$ cat config.mk
export PLATFORM = sky130hd
export DESIGN_NAME = sql_bind_variable_stripper_top
export DESIGN_NICKNAME = d
export VERILOG_FILES = /design/src/rtl/sbvs_pkg.sv /design/src/rtl/sbvs_front.sv /design/src/rtl/sbvs_queue.sv /design/src/rtl/sbvs_back.sv /design/src/rtl/sql_bind_variable_stripper_top.sv
export VERILOG_INCLUDE_DIRS = /design/src /design/src/rtl
export SDC_FILE = /design/constraint.sdc
export NUM_CORES = 1
export LEC_CHECK = 0
export BUFFER_PORTS_ARGS = -buffer_cell sky130_fd_sc_hd__buf_4
export CAP_MARGIN = 20
export CORE_MARGIN = 1
export CORE_UTILIZATION = 40
export CTS_BUF_LIST = sky130_fd_sc_hd__clkbuf_8 sky130_fd_sc_hd__clkbuf_16
export DETAILED_ROUTE_END_ITERATION = 12
export GPL_ROUTABILITY_DRIVEN = 1
export SLEW_MARGIN = 20
export SYNTH_ARGS = -nofsm -noshare
export SYNTH_HDL_FRONTEND = slang
export SYNTH_HIERARCHICAL = 1
export SYNTH_SLANG_ARGS = --single-unit
$ cat constraint.sdc
create_clock -name clk -period 5.04 [get_ports clk]
set_clock_uncertainty 0.1 [all_clocks]
set_input_delay 1.008 -clock clk [delete_from_list [all_inputs] [get_ports clk]]
set_output_delay 1.008 -clock clk [all_outputs]
set_load 0.01 [all_outputs]
$ cat src/rtl/sql_bind_variable_stripper_top_defines.svh
//------------------------------------------------------------------------------
// sql_bind_variable_stripper_top_defines
// assertion macros used by the rewriter serializer (sbvs_back)
//------------------------------------------------------------------------------
`ifndef SQL_BIND_VARIABLE_STRIPPER_TOP_DEFINES_SVH
`define SQL_BIND_VARIABLE_STRIPPER_TOP_DEFINES_SVH

// same-cycle implication, checked on clk, off during reset
`define SBVS_ASSERT_NOW(label, ante, cons, msg) \
	label: assert property (@(posedge clk) disable iff (!arst_n) (ante) |-> (cons)) \
		else $error(msg);

// next-cycle implication, checked on clk, off during reset
`define SBVS_ASSERT_NEXT(label, ante, cons, msg) \
	label: assert property (@(posedge clk) disable iff (!arst_n) (ante) |=> (cons)) \
		else $error(msg);

`endif

$ cat src/rtl/sbvs_pkg.sv
//------------------------------------------------------------------------------
// sbvs_pkg
// types and constants of the sql bind variable rewriter
//------------------------------------------------------------------------------
package sbvs_pkg;

	// characters the scanner looks for or writes
	localparam logic [7:0] CH_COLON = 8'h3A;
	localparam logic [7:0] CH_LT    = 8'h3C;
	localparam logic [7:0] CH_GT    = 8'h3E;
	localparam logic [7:0] CH_SQ    = 8'h27;
	localparam logic [7:0] CH_DQ    = 8'h22;
	localparam logic [7:0] CH_SPACE = 8'h20;

	// configuration port
	localparam int unsigned CFG_ADDR_W = 3;
	localparam logic [0:0]  REG_STRIP_MODE = 1'b0;

	// queue between front and back
	localparam int unsigned QUEUE_DEPTH = 4;

	// most result items one input item can cause
	localparam int unsigned MAX_RES = 3;

	typedef enum logic [2:0] {
		ST_NORMAL = 3'd0,
		ST_QUOTE  = 3'd1,
		ST_NAME   = 3'd2,
		ST_TAG    = 3'd3,
		ST_COLON  = 3'd4
	} scan_state_t;

	// all results of one input item
	typedef struct packed {
		logic [MAX_RES-1:0][7:0] chars;    // chars[0] goes out first
		logic [1:0]              cnt;      // number of results, 1..3 in the queue
		logic                    has_char; // 0 for a bare end marker
		logic                    text_end; // statement ends with this item
	} bundle_t;

endpackage

$ cat src/rtl/sbvs_front.sv
//------------------------------------------------------------------------------
// sbvs_front
// scanner: tracks quotes and binds, turns each input byte that has results into a bundle
//------------------------------------------------------------------------------
module sbvs_front (
	input  logic              clk,
	input  logic              arst_n,
	input  logic              strip_mode,
	input  logic              in_valid,
	input  logic [7:0]        in_char,
	input  logic              in_last,
	input  logic              q_full,
	output logic              in_ready,
	output logic              push,
	output sbvs_pkg::bundle_t push_item
);

	sbvs_pkg::scan_state_t scan_q, scan_raw, scan_d;
	logic                  dbl_q, dbl_d;
	logic                  accept;
	logic                  alnum, is_quote, plain_in;
	logic [7:0]            close_ch;
	sbvs_pkg::bundle_t     b;

	function automatic logic is_alnum(input logic [7:0] c);
		logic r;
		r = 1'b0;
		if (c >= 8'h30 && c <= 8'h39) r = 1'b1;
		if (c >= 8'h41 && c <= 8'h5A) r = 1'b1;
		if (c >= 8'h61 && c <= 8'h7A) r = 1'b1;
		if (c >= 8'hC0 && c != 8'hD7 && c != 8'hF7) r = 1'b1;
		return r;
	endfunction

	function automatic sbvs_pkg::bundle_t push_ch(input sbvs_pkg::bundle_t bi,
			input logic [7:0] x);
		sbvs_pkg::bundle_t bo;
		bo = bi;
		if (bo.cnt != 2'd3) begin
			bo.chars[bo.cnt] = x;
			bo.cnt = bo.cnt + 2'd1;
		end
		return bo;
	endfunction

	assign in_ready = !q_full;
	assign accept   = in_valid && in_ready;
	assign alnum    = is_alnum(in_char);
	assign is_quote = (in_char == sbvs_pkg::CH_SQ) || (in_char == sbvs_pkg::CH_DQ);
	assign close_ch = dbl_q ? sbvs_pkg::CH_DQ : sbvs_pkg::CH_SQ;

	// byte falls through to plain text handling
	always_comb begin
		unique case (scan_q)
			sbvs_pkg::ST_QUOTE, sbvs_pkg::ST_TAG: plain_in = 1'b0;
			sbvs_pkg::ST_COLON: plain_in = (in_char != sbvs_pkg::CH_COLON) && !alnum &&
					(in_char != sbvs_pkg::CH_LT);
			sbvs_pkg::ST_NAME: plain_in = !alnum && (in_char != sbvs_pkg::CH_LT);
			default: plain_in = 1'b1;
		endcase
	end

	// next state
	always_comb begin
		scan_raw = scan_q;
		dbl_d    = dbl_q;
		unique case (scan_q)
			sbvs_pkg::ST_QUOTE: begin
				if (in_char == close_ch) scan_raw = sbvs_pkg::ST_NORMAL;
			end
			sbvs_pkg::ST_COLON: begin
				if (in_char == sbvs_pkg::CH_COLON) scan_raw = sbvs_pkg::ST_NORMAL;
				else if (alnum) scan_raw = sbvs_pkg::ST_NAME;
				else if (in_char == sbvs_pkg::CH_LT) scan_raw = sbvs_pkg::ST_TAG;
			end
			sbvs_pkg::ST_NAME: begin
				if (in_char == sbvs_pkg::CH_LT) scan_raw = sbvs_pkg::ST_TAG;
			end
			sbvs_pkg::ST_TAG: begin
				if (in_char == sbvs_pkg::CH_GT) scan_raw = sbvs_pkg::ST_NORMAL;
			end
			default: scan_raw = sbvs_pkg::ST_NORMAL;
		endcase
		if (plain_in) begin
			if (is_quote) begin
				scan_raw = sbvs_pkg::ST_QUOTE;
				dbl_d    = (in_char == sbvs_pkg::CH_DQ);
			end else if (in_char == sbvs_pkg::CH_COLON) begin
				scan_raw = strip_mode ? sbvs_pkg::ST_COLON : sbvs_pkg::ST_NAME;
			end else begin
				scan_raw = sbvs_pkg::ST_NORMAL;
			end
		end
		scan_d = scan_raw;
		if (in_last) begin
			scan_d = sbvs_pkg::ST_NORMAL;
			dbl_d  = 1'b0;
		end
	end

	// results of this byte
	always_comb begin
		b = '0;
		b.has_char = 1'b1;
		unique case (scan_q)
			sbvs_pkg::ST_QUOTE: b = push_ch(b, in_char);
			sbvs_pkg::ST_COLON: begin
				if (in_char == sbvs_pkg::CH_COLON) begin
					b = push_ch(b, sbvs_pkg::CH_COLON);
					b = push_ch(b, sbvs_pkg::CH_COLON);
				end else begin
					b = push_ch(b, sbvs_pkg::CH_SQ);
					b = push_ch(b, sbvs_pkg::CH_SQ);
				end
			end
			sbvs_pkg::ST_NAME: begin
				if (alnum && !strip_mode) b = push_ch(b, in_char);
				if (in_char == sbvs_pkg::CH_LT && !strip_mode) b = push_ch(b, sbvs_pkg::CH_SPACE);
			end
			sbvs_pkg::ST_TAG: begin
				if (!strip_mode) b = push_ch(b, sbvs_pkg::CH_SPACE);
			end
			default: ;
		endcase
		// a plain text colon in strip mode is held, every other plain text byte passes
		if (plain_in && !(in_char == sbvs_pkg::CH_COLON && strip_mode)) b = push_ch(b, in_char);
		if (in_last) begin
			if (scan_raw == sbvs_pkg::ST_COLON) begin
				b = push_ch(b, sbvs_pkg::CH_SQ);
				b = push_ch(b, sbvs_pkg::CH_SQ);
			end
			if (b.cnt == 2'd0) begin
				b.cnt      = 2'd1;
				b.has_char = 1'b0;
			end
			b.text_end = 1'b1;
		end
	end

	assign push      = accept && (b.cnt != 2'd0);
	assign push_item = b;

	always_ff @(posedge clk or negedge arst_n) begin
		if (!arst_n) begin
			scan_q <= sbvs_pkg::ST_NORMAL;
			dbl_q  <= 1'b0;
		end else if (accept) begin
			scan_q <= scan_d;
			dbl_q  <= dbl_d;
		end
	end

endmodule

$ cat src/rtl/sbvs_queue.sv
//------------------------------------------------------------------------------
// sbvs_queue
// short fifo of bundles between scanner and serializer
//------------------------------------------------------------------------------
module sbvs_queue #(
	parameter int unsigned QDEPTH = sbvs_pkg::QUEUE_DEPTH
) (
	input  logic              clk,
	input  logic              arst_n,
	input  logic              push,
	input  sbvs_pkg::bundle_t push_item,
	input  logic              pop,
	output logic              full,
	output logic              q_valid,
	output sbvs_pkg::bundle_t q_item
);

	localparam int unsigned PTR_W = (QDEPTH > 1) ? $clog2(QDEPTH) : 1;
	localparam int unsigned CNT_W = $clog2(QDEPTH + 1);

	sbvs_pkg::bundle_t mem_q [QDEPTH];
	logic [PTR_W-1:0]  wr_ptr_q, rd_ptr_q;
	logic [CNT_W-1:0]  count_q;

	assign full    = (count_q == CNT_W'(QDEPTH));
	assign q_valid = (count_q != '0);
	assign q_item  = mem_q[rd_ptr_q];

	always_ff @(posedge clk) begin
		if (push) mem_q[wr_ptr_q] <= push_item;
	end

	always_ff @(posedge clk or negedge arst_n) begin
		if (!arst_n) begin
			wr_ptr_q <= '0;
			rd_ptr_q <= '0;
			count_q  <= '0;
		end else begin
			if (push) wr_ptr_q <= (wr_ptr_q == PTR_W'(QDEPTH - 1)) ? '0 : wr_ptr_q + PTR_W'(1);
			if (pop)  rd_ptr_q <= (rd_ptr_q == PTR_W'(QDEPTH - 1)) ? '0 : rd_ptr_q + PTR_W'(1);
			if (push && !pop)      count_q <= count_q + CNT_W'(1);
			else if (pop && !push) count_q <= count_q - CNT_W'(1);
		end
	end

endmodule

$ cat src/rtl/sbvs_back.sv
//------------------------------------------------------------------------------
// sbvs_back
// serializer: unless m_tready stalls, hands out a bundle one result item per cycle
//------------------------------------------------------------------------------
`include "sql_bind_variable_stripper_top_defines.svh"

module sbvs_back (
	input  logic              clk,
	input  logic              arst_n,
	input  logic              q_valid,
	input  sbvs_pkg::bundle_t q_item,
	output logic              pop,
	output logic              m_tvalid,
	input  logic              m_tready,
	output logic [7:0]        m_tdata,
	output logic [1:0]        m_tuser,
	output logic              m_tlast
);

	logic       m_tvalid_q;
	logic [7:0] data_q;
	logic       char_valid_q, run_last_q, text_end_q;
	logic [1:0] idx_q;
	logic       load, cur_last;

	assign cur_last = (idx_q == q_item.cnt - 2'd1);
	assign load     = q_valid && (!m_tvalid_q || m_tready);
	assign pop      = load && cur_last;

	always_ff @(posedge clk or negedge arst_n) begin
		if (!arst_n) begin
			m_tvalid_q <= 1'b0;
			idx_q      <= '0;
		end else begin
			if (load) begin
				m_tvalid_q <= 1'b1;
				idx_q      <= cur_last ? 2'd0 : idx_q + 2'd1;
			end else if (m_tready) begin
				m_tvalid_q <= 1'b0;
			end
		end
	end

	always_ff @(posedge clk) begin
		if (load) begin
			data_q       <= q_item.has_char ? q_item.chars[idx_q] : 8'h00;
			char_valid_q <= q_item.has_char;
			run_last_q   <= cur_last;
			text_end_q   <= cur_last && q_item.text_end;
		end
	end

	assign m_tvalid = m_tvalid_q;
	assign m_tdata  = data_q;
	assign m_tuser  = {run_last_q, char_valid_q};
	assign m_tlast  = text_end_q;

	`SBVS_ASSERT_NOW(a_end_is_run_last, m_tvalid_q && text_end_q, run_last_q,
		"text end without run last")
	`SBVS_ASSERT_NOW(a_bare_marker, m_tvalid_q && !char_valid_q,
		run_last_q && text_end_q && (data_q == 8'h00), "bare marker malformed")
	`SBVS_ASSERT_NOW(a_idx_in_range, q_valid, (q_item.cnt != 2'd0) && (idx_q < q_item.cnt),
		"serializer index outside bundle")
	`SBVS_ASSERT_NEXT(a_load_shows, load, m_tvalid_q, "loaded item not shown")

endmodule

$ cat src/rtl/sql_bind_variable_stripper_top.sv
//------------------------------------------------------------------------------
// sql_bind_variable_stripper_top
// rewrites bind variables :name<type> in a byte stream of sql text
//------------------------------------------------------------------------------
// channel  | dir | handshake            | payload
// s_*      | in  | s_tvalid / s_tready  | tdata = in_char, tlast = text_last
// m_*      | out | m_tvalid / m_tready  | tdata = out_char, tuser = {run_last,
//          |     |                      | char_valid}, tlast = text_end
// apb      | in  | psel & penable       | reg 0 at byte 0: strip_mode
//
// one input item is taken per cycle while the bundle queue has room; the
// scanner state loop updates in the cycle of acceptance
// the serializer sends one result item per cycle while m_tready allows, so
// an item causing k results holds the back end until all k are sent (k is 1..3)
// the first result of an input item passes the bundle queue, then the output register
// reset clears scanner state, queue pointers and output valid; strip_mode 0
// output stalls fill the queue and then drop s_tready, nothing is lost
//------------------------------------------------------------------------------
module sql_bind_variable_stripper_top #(
	parameter int unsigned QDEPTH = sbvs_pkg::QUEUE_DEPTH
) (
	input  logic                            clk,
	input  logic                            arst_n,
	// input stream
	input  logic                            s_tvalid,
	output logic                            s_tready,
	input  logic [7:0]                      s_tdata,   // [7:0] in_char
	input  logic                            s_tlast,   // text_last
	// output stream
	output logic                            m_tvalid,
	input  logic                            m_tready,
	output logic [7:0]                      m_tdata,   // [7:0] out_char
	output logic [1:0]                      m_tuser,   // [0] char_valid, [1] run_last
	output logic                            m_tlast,   // text_end
	// configuration
	input  logic                            psel,
	input  logic                            penable,
	input  logic                            pwrite,
	input  logic [sbvs_pkg::CFG_ADDR_W-1:0] paddr,
	input  logic [31:0]                     pwdata,
	output logic [31:0]                     prdata,
	output logic                            pready
);

	logic              strip_mode_q;
	logic              cfg_wr;
	logic              q_full, q_valid, push, pop;
	sbvs_pkg::bundle_t push_item, q_item;

	// apb register file: a single mode bit at word 0
	assign pready = 1'b1;
	assign cfg_wr = psel && penable && pwrite && pready &&
			(paddr[2] == sbvs_pkg::REG_STRIP_MODE);
	assign prdata = (paddr[2] == sbvs_pkg::REG_STRIP_MODE) ? {31'd0, strip_mode_q} : 32'd0;

	always_ff @(posedge clk or negedge arst_n) begin
		if (!arst_n) begin
			strip_mode_q <= 1'b0;
		end else if (cfg_wr) begin
			strip_mode_q <= pwdata[0];
		end
	end

	// front: classify each byte and build its result bundle
	sbvs_front u_front (
		.clk        (clk),
		.arst_n     (arst_n),
		.strip_mode (strip_mode_q),
		.in_valid   (s_tvalid),
		.in_char    (s_tdata),
		.in_last    (s_tlast),
		.q_full     (q_full),
		.in_ready   (s_tready),
		.push       (push),
		.push_item  (push_item)
	);

	// decouples scanner from output stalls
	sbvs_queue #(
		.QDEPTH (QDEPTH)
	) u_queue (
		.clk       (clk),
		.arst_n    (arst_n),
		.push      (push),
		.push_item (push_item),
		.pop       (pop),
		.full      (q_full),
		.q_valid   (q_valid),
		.q_item    (q_item)
	);

	// back: one result item per cycle into the output register, unless m_tready stalls it
	sbvs_back u_back (
		.clk      (clk),
		.arst_n   (arst_n),
		.q_valid  (q_valid),
		.q_item   (q_item),
		.pop      (pop),
		.m_tvalid (m_tvalid),
		.m_tready (m_tready),
		.m_tdata  (m_tdata),
		.m_tuser  (m_tuser),
		.m_tlast  (m_tlast)
	);

endmodule
== Word level (Yosys, flattened, before mapping) ==
Memories as Yosys holds them, arrays and structs flattened.
Cells that the tools add are included.

* Bitwise logic cells: 16
* Mux-type cells: 68
* Reduce and logical (&&, ||, !) cells: 46
* Add/subtract/negate cells: 12
* Equal/unequal tests: 25
* Magnitude comparators: 20

{| class="wikitable"
|+ Operator list
! kind !! number
|-
| $mux 26 || 8
|-
| $mux 28 || 7
|-
| $pmux 28 s4 || 1
|-
| $demux 8 s2 || 6
|-
| $mux 8 || 7
|-
| $mux 10 || 5
|-
| $not 12->12 || 4
|-
| $mux 3 || 14
|-
| $eq 8x6->1 const B || 5
|-
| $logic_and 1x1->1 || 28
|-
| $and 12x12->12 || 2
|-
| $and 4x12->12 || 2
|-
| $bwmux 24 || 1
|-
| $or 12x12->12 || 2
|-
| $or 4x12->12 || 2
|-
| $and 21x21->21 || 1
|-
| $lt 2x3->1 const B || 7
|-
| $not 21->21 || 1
|-
| $add 2x1->2 const B || 9
|-
| $bmux 8 s2 || 1
|-
| $ge 8x7->1 const B || 2
|-
| $le 8x7->1 const B || 2
|-
| $ne 8x6->1 const B || 2
|-
| $ne 8x8->1 const B || 2
|-
| 28 further kinds || 66
|}

* Memory bits (writable): 112
* Logic and storage cells: 200
* Register bits after elaboration: 26
* Output and inout port bits: 46
* Input port bits: 51
* Memories kept: 1

{| class="wikitable"
|+ Memory list
! memory !! depth !! bits a word !! read ports !! clocked after memory_dff !! wr ports !! RTL line !! source
|-
| u_queue.mem_q || 4 || 28 || 1 || 0 || 1 || sbvs_queue.sv:21 || <nowiki>sbvs_pkg::bundle_t mem_q [QDEPTH];</nowiki>
|}

== Depth between registers and ports, before layout ==
Gate-level depths: netlist of run 1.

* Depth after elaboration: 52
* Mapped depth: 13
* Depth with buffers taken out: 12

== Hierarchy ==
The synthesis of run 1 kept the hierarchy.

{| class="wikitable"
|+ By module, submodules not included
! module !! instances !! seq. area each (um^2) !! area each (um^2) !! cells an instance
|-
| sbvs_queue || 1 || 3,538.4 || 4,459.3 || 183
|-
| sbvs_front || 1 || 100.1 || 888.4 || 133
|-
| sbvs_back || 1 || 405.4 || 798.3 || 69
|-
| sql_bind_variable_stripper_top || 1 || 25.0 || 301.5 || 38
|}

== Worst setup path before layout of run 1 ==
No wires, ideal clock.

* Path type: input-to-reg
* From: in s_tdata[1]
* To: mem u_queue/mem_q[1][0] (netlist name), enable pin
* Stages: 7
* Setup time: 387 ps
* Data arrival time: 3,482 ps
* Path slack: 1,070 ps
* Cells stage by stage: or4_1 o221ai_2 and3_4 a221oi_1 a41o_1 a31oi_1 and2_1

* Longest elaborated chain between the ends: 31

{| class="wikitable"
|+ Ends and longest elaborated chain
! item !! RTL line !! source
|-
| start: declaration || sql_bind_variable_stripper_top.sv:27 || <nowiki>input logic [7:0] s_tdata,</nowiki>
|-
| $ge 8x6->1 or $le 8x6->1 (tied branches) || sbvs_front.sv:28 || <nowiki>if (c >= 8'h30 && c <= 8'h39) r = 1'b1;</nowiki>
|-
| $logic_and 1x1->1 || sbvs_front.sv:28 ||
|-
| $mux 1 || sbvs_front.sv:28 ||
|-
| $mux 1 || sbvs_front.sv:29 || <nowiki>if (c >= 8'h41 && c <= 8'h5A) r = 1'b1;</nowiki>
|-
| $mux 1 || sbvs_front.sv:30 || <nowiki>if (c >= 8'h61 && c <= 8'h7A) r = 1'b1;</nowiki>
|-
| $mux 1 || sbvs_front.sv:31 || <nowiki>if (c >= 8'hC0 && c != 8'hD7 && c != 8'hF7) r = 1'b1;</nowiki>
|-
| $logic_and 1x1->1 || sbvs_front.sv:117 || <nowiki>if (alnum && !strip_mode) b = push_ch(b, in_char);</nowiki>
|-
| $mux 12 || sbvs_front.sv:117 ||
|-
| [... 16 more ...] || - ||
|-
| $logic_not 2->1 || sbvs_front.sv:132 || <nowiki>if (b.cnt == 2'd0) begin</nowiki>
|-
| $mux 3 || sbvs_front.sv:132 ||
|-
| $mux 28 (*) || sbvs_front.sv:127 || <nowiki>if (in_last) begin</nowiki>
|-
| $reduce_bool 2->1 (*) || sbvs_front.sv:140 || <nowiki>assign push = accept && (b.cnt != 2'd0);</nowiki>
|-
| $logic_and 1x1->1 (*) || sbvs_front.sv:140 ||
|-
| named net push || sql_bind_variable_stripper_top.sv:47 || <nowiki>logic q_full, q_valid, push, pop;</nowiki>
|-
| $mux 1 (*) || sbvs_queue.sv:30 || <nowiki>if (push) mem_q[wr_ptr_q] <= push_item;</nowiki>
|-
| $mux 1 (not written as such) (*) || sbvs_queue.sv:30 ||
|-
| end: declaration || sbvs_queue.sv:21 ||
|}

Mark *: on every way through the listed nets, which the timed path passes. The rest lies on a longest branch. The select of a mux whose other input is x is not followed.

== Worst setup path in the final report of run 1 ==
* From: in s_tdata[1]
* To: reg u_queue.count_q[2]

* Longest elaborated chain between the ends: 32

{| class="wikitable"
|+ Ends and longest elaborated chain
! item !! RTL line !! source
|-
| $ge 8x6->1 or $le 8x6->1 (tied branches) || sbvs_front.sv:28 ||
|-
| $logic_and 1x1->1 || sbvs_front.sv:28 ||
|-
| $mux 1 || sbvs_front.sv:28 ||
|-
| $mux 1 || sbvs_front.sv:29 ||
|-
| $mux 1 || sbvs_front.sv:30 ||
|-
| $mux 1 || sbvs_front.sv:31 ||
|-
| $logic_and 1x1->1 || sbvs_front.sv:117 ||
|-
| $mux 12 || sbvs_front.sv:117 ||
|-
| [... 17 more ...] || - ||
|-
| $mux 3 || sbvs_front.sv:132 ||
|-
| $mux 28 (*) || sbvs_front.sv:127 ||
|-
| $reduce_bool 2->1 (*) || sbvs_front.sv:140 ||
|-
| $logic_and 1x1->1 (*) || sbvs_front.sv:140 ||
|-
| named net push || sql_bind_variable_stripper_top.sv:47 ||
|-
| $logic_not 1->1 || sbvs_queue.sv:42 || <nowiki>else if (pop && !push) count_q <= count_q - CNT_W'(1);</nowiki>
|-
| $logic_and 1x1->1 || sbvs_queue.sv:42 ||
|-
| $reduce_bool 2->1 (no source line) || - ||
|-
| end signal: assignment || sbvs_queue.sv:41 || <nowiki>if (push && !pop) count_q <= count_q + CNT_W'(1);</nowiki>
|-
| end signal: assignment || sbvs_queue.sv:42 ||
|-
| end: declaration || sbvs_queue.sv:23 || <nowiki>logic [CNT_W-1:0] count_q;</nowiki>
|}

Marks and branches as above.
A chain may end at the register's enable or synchronous reset.

==> flow_summary.toml, run 1 <==
[outcome]
status = "finished, final reports clean"

[grt]
grt.total_usage = 0.164
grt_pass1_vias = 3615
overflow = 0
grt_pass1_wl_mm = 19.6
grt_max_degree = 30
grt_antenna_before_repair = 0

[worst_setup_path]
crit_top_cell = "xor2_1"
rr_worst_depth = 12
required_ns = 5.28
slowest_stage = "or4_1"
critical-path-max-stage-delay_ns = 0.54
cp-end-kind = "flop"
startpoint_type = "input port"
cp.arrival_ns = 4.30
cp_max_fo = 12
critPathKind = "in2reg"
crit_chain = "buf_4 -> or4_1 -> o221ai_2 -> and3_4 -> a21oi_4 -> o21a_1 -> a31oi_1 -> ha_1 -> inv_1 -> fa_1 -> xor2_1 -> nor2_1 -> xor2_1"

[power]
peakVddDrop_v = 0.000296
power_mw = 3.99
p_per_area_nw_per_um2 = 550
cellLeakagePower_nw = 2.66

[final_layout]
drive_gt1_frac = 0.234
post-route-cell-area_sq_um = 7250
final_cell_mix = "edfxtp_1 (123), nand2_1 (39), buf_4 (37), conb_1 (34), mux4_2 (28)"
final_nets = 518
syn2layout_area_growth_pct = 12.4
diodes = 0
fin_util = 0.458
layout_commonest_cell = "edfxtp_1"

[cts]
clockBufferDepth = 2
postCtsResizedCells = 0
cts_tree = "yes"
h-tree-depth = 4
cts_root_buf = "clkbuf_16"
cts_made_buffers = 17
clk_pin_slew_worst_paths_ns = 0.05
postCtsSetupRepairBufs = 0
cts_hold_buffers = 0
numClockSinks = 138
clk_latency_ns = 0.42

[placed_design]
port_buffers = 31
place_congestion = 0.900
place.detailed.hpwl_mm = 7.80
postPlaceCellArea_sq_um = 6740

[drt]
vias_per_cell = 5.10
vias = 3502
antenna_left = 0
wirelength_mm = 12.2
routedWlPerCell_um = 17.8
drc = 0
dr.pass1.iters = 4
drt_iter0_drc = 268

[yosys]
synthTopCellsByArea = "edfxtp_1 (57%), mux4_2 (9.8%), dfrtp_1 (5.8%)"
synthDominantCellAreaShare = 0.573
synth_cell_type_count = 65
synth_seq_cells = 138
synth_edf_count = 123
yosys_warnings = 6
syn_inst = 423
avgSynthCellArea_sq_um = 15.2
synth_largest_area_cell = "edfxtp_1"
ys_dominant_reg_cell = "edfxtp_1"
ys_seq_area_frac = 0.631
ys_async_sr_fraction = 0.109
syn-cell-area_sq_um = 6450

[timing]
hold_slack_ns = 0.343
tightestPinTransition_ns = 0.792
layout_worst_path_cycle_share = 0.805
setup_tns_ns = 0
finalSetupViolCount = 0
max_freq_mhz = 247
hold_violations = 0
relSlewSlack = 0.471
slew_violations = 0
fin_crit_ns = 4.06
rsz0062_at_grt = "no"

[die]
dieArea_sq_um = 16600
core.rowCount = 46
ios = 97
die_h_um = 129
core_area_sq_um = 15800
start_util = 0.407
die_w_um = 129

[worst_hold_path]
min_path_type = "in2async"

[flow_run]
max-cap-violations = 0
cells by family (layout without fill, tap and decap cells):
family | after synthesis | after routing | synth area share
mux | 42 | 42 | 0.122
fa+ha+maj | 7 | 7 | 0.0147
buf+inv | 68 | 85 | 0.0677
simple gates | 106 | 106 | 0.0883
xor+xnor | 5 | 5 | 0.00796
other cells | 3 | 34 | 0.00175
compound gates | 54 | 54 | 0.0668
flops | 138 | 138 | 0.631
final timing paths:
check,from,endpoint,slack (ns)
setup / recovery,s_tdata[1],u_queue/count_q[2],0.98
hold / removal,arst_n,u_queue/wr_ptr_q[1],0.34
setup reg to reg,u_front/scan_q[2],u_queue/count_q[2],1.50
hold reg to reg,u_queue/count_q[2],u_queue/count_q[2],0.40
max in group asynchronous,arst_n,u_queue/rd_ptr_q[0],4.30
min in group clk,u_queue/count_q[2],u_queue/count_q[2],0.40
power by group:
part | internal (mW) | switching [mW]
Combinational | 0.575 | 0.656
Clock | 0.649 | 0.418
Sequential | 1.57 | 0.123
synthesized netlist by cell type (5+ instances only):
cell type  count
a21boi_2       6
a21oi_1        8
and2_1        20
buf_4         39
dfrtp_1       15
edfxtp_1     123
ha_1           6
inv_1         17
mux2_2        10
mux4_2        28
nand2_1       39
nand2b_1       5
nand3_1        6
nor2_1        11
nor2b_1        5
o21ai_0        8
sequential cells by signal (all words and copies together), names as in the netlist:
| name | count |
|---|---|
| strip_mode_q | 1 |
| u_back/char_valid_q | 1 |
| u_back/idx_q | 2 |
| u_back/m_tdata | 8 |
| u_back/m_tlast | 1 |
| u_back/m_tvalid | 1 |
| u_back/run_last_q | 1 |
| u_front/dbl_q | 1 |
| u_front/scan_q | 3 |
| u_queue/count_q | 3 |
| u_queue/mem_q | 112 |
| u_queue/rd_ptr_q | 2 |
| u_queue/wr_ptr_q | 2 |
layer usage:
metal,vias up,wire [um],GRT usage
met5,-,0,0
met4,0,195,0.0775
met3,15,572,0.0358
met2,98,6260,0.271
met1,1781,5200,0.206
li1,1608,-,-
layout make-up:
type                            count  area (sq um)
Fill cell                        1411          8580
Sequential cell                   138          4070
Multi-Input combinational cell    248          2060
Clock buffer                       17           425
Timing Repair Buffer               37           278
Tap cell                          216           270
Clock inverter                     13          77.6
Inverter                           18          67.6
stage by stage:
| step | std cells | setup slack (ns) |
|---|---|---|
| 2_1_floorplan | 454 | 1.07 |
| 3_3_place_gp | 657 | 0.611 |
| 3_5_place_dp | 657 | 0.563 |
| 4_1_cts | 687 | 0.972 |
| 5_1_grt | 687 | 0.724 |
| 6_report | 687 | 0.985 |
worst max-delay path: cells and delay by family:
family / cells / cell delay [ns]
compound gates: 4 / 1.16
simple gates: 3 / 0.93
fa+ha+maj: 2 / 0.67
xor+xnor: 2 / 0.30
buf+inv: 2 / 0.21
(Power assumes the default switching activity.)
==> run 2, diff against run 1 <==
==> constraint.sdc (replaced) <==
create_clock -name clk -period 4.1 [get_ports clk]
set_clock_uncertainty 0.1 [all_clocks]
set_input_delay 0.82 -clock clk [delete_from_list [all_inputs] [get_ports clk]]
set_output_delay 0.82 -clock clk [all_outputs]
set_load 0.01 [all_outputs]
==> flow_summary.toml, run 2 (synthesis gave the netlist of run 1 again) <==
[worst_setup_path]
slowest_stage = "or4_1"
startpoint_type = "input port"
critPathKind = "in2reg"
rr_worst_depth = 12
crit_top_cell = "xor2_1"
required_ns = 4.34
cp-end-kind = "flop"
cp_max_fo = 12
cp.arrival_ns = 3.76
critical-path-max-stage-delay_ns = 0.54
regToRegSetupSlack_ns = 0.87
crit_chain = "buf_4 -> or4_1 -> o221ai_2 -> and3_4 -> a221oi_1 -> a41o_1 -> a31oi_1 -> ha_1 -> inv_1 -> fa_1 -> xor2_1 -> nor2_1 -> xor2_1"

[drt]
wirelength_mm = 12.0
dr.pass1.iters = 4
routed.top_layer = "met4"
met3WireLength_um = 454
wl_met2_mm = 6.12
routedWlPerCell_um = 17.3
drt_iter0_drc = 291
vias = 3519
antenna_left = 0
drc = 0
drt-met1-wl_mm = 5.17
vias_per_cell = 5.07

[die]
die_w_um = 129
core.rowCount = 46
dieArea_sq_um = 16600
start_util = 0.407
die_h_um = 129
ios = 97
core_area_sq_um = 15800

[final_layout]
drive_gt1_frac = 0.249
syn2layout_area_growth_pct = 14.7
largest_register = "u_queue/mem_q"
final_cell_mix = "edfxtp_1 (123), nand2_1 (39), buf_4 (38), conb_1 (34), mux4_2 (28)"
final_nets = 523
largest_register_ffs = 112
fin_util = 0.467
diodes = 0
layout_commonest_cell = "edfxtp_1"

[grt]
grt_max_degree = 29
grt_pass1_wl_mm = 19.5
overflow = 0
grt.total_usage = 0.162
grt_pass1_vias = 3723
grt_antenna_before_repair = 0

[worst_hold_path]
min_path_type = "in2async"

[timing]
tightestPinTransition_ns = 0.735
finalSetupViolCount = 0
hold_violations = 0
fin_crit_ns = 3.52
rsz0062_at_grt = "no"
max_freq_mhz = 284
setup_tns_ns = 0
slew_violations = 0
relSlewSlack = 0.509
layout_worst_path_cycle_share = 0.858

[cts]
h-tree-depth = 4
numClockSinks = 138
cts_made_buffers = 17
clk_pin_slew_worst_paths_ns = 0.05
clockBufferDepth = 2
postCtsResizedCells = 0
clk_latency_ns = 0.42
cts_tree = "yes"
cts_root_buf = "clkbuf_16"
postCtsSetupRepairBufs = 0
cts_hold_buffers = 0

[power]
cellLeakagePower_nw = 2.70
peakVddDrop_v = 0.000319
p_per_area_nw_per_um2 = 686
power_mw = 5.07

[placed_design]
port_buffers = 31
place_congestion = 0.920
place.detailed.hpwl_mm = 7.73

[flow_run]
max-cap-violations = 0

[outcome]
status = "finished, final reports clean"
-- run 2: cell count changes in the layout (fill, tap and decap cells not counted) --
cell	change
buf_12	+4
buf_4	+1
bufinv_16	+2
clkinv_1	+4
clkinv_2	+2
inv_1	-6
-- run 2: critical path: cells and delay by family --
kind | cells | cell delay (ns)
XOR/XNOR | 2 | 0.31
buffers and inverters | 2 | 0.21
adder cells (fa/ha/maj) | 2 | 0.62
AO/OA/AOI/OAI | 4 | 0.84
AND/OR/NAND/NOR | 3 | 0.93
-- run 2: power breakdown --
group	internal, mW	switching [mW]	leakage, nW
Combinational	0.743	0.795	1.10
Clock	0.931	0.523	0.288
Sequential	1.92	0.157	1.32
-- run 2: per-stage QoR --
step                hold WS, ns  area [sq um]  instances  setup WS (ns)
floorplan                 0.349          6560        454          0.318
global placement          0.368          6830        662          0.209
detailed placement        0.393          6830        662          0.152
CTS                       0.151          7400        694          0.569
global route              0.156          7400        694          0.381
finish                    0.155          7400        694          0.582
-- run 2: metal layers --
metal  vias to the layer above  GRT usage
met5                         -          0
met4                         0     0.0761
met3                        20     0.0428
met2                        98      0.274
met1                      1784      0.195
li1                       1617          -
-- run 2: cell type report --
class | count | area [sq um]
Fill cell | 1402 | 8430
Sequential cell | 138 | 4070
Multi-Input combinational cell | 248 | 2060
Clock buffer | 17 | 425
Timing Repair Buffer | 42 | 365
Tap cell | 216 | 270
Clock inverter | 15 | 140
Inverter | 18 | 67.6
-- run 2: final timing paths --
kind	from	endpoint
min in group clk	u_queue/count_q[2]	u_queue/count_q[2]
max reg2reg	u_front/scan_q[2]	u_queue/count_q[2]
min	arst_n	u_queue/wr_ptr_q[1]
max	s_tdata[1]	u_queue/count_q[2]
max in group asynchronous	arst_n	u_queue/rd_ptr_q[0]
min reg2reg	u_queue/count_q[2]	u_queue/count_q[2]
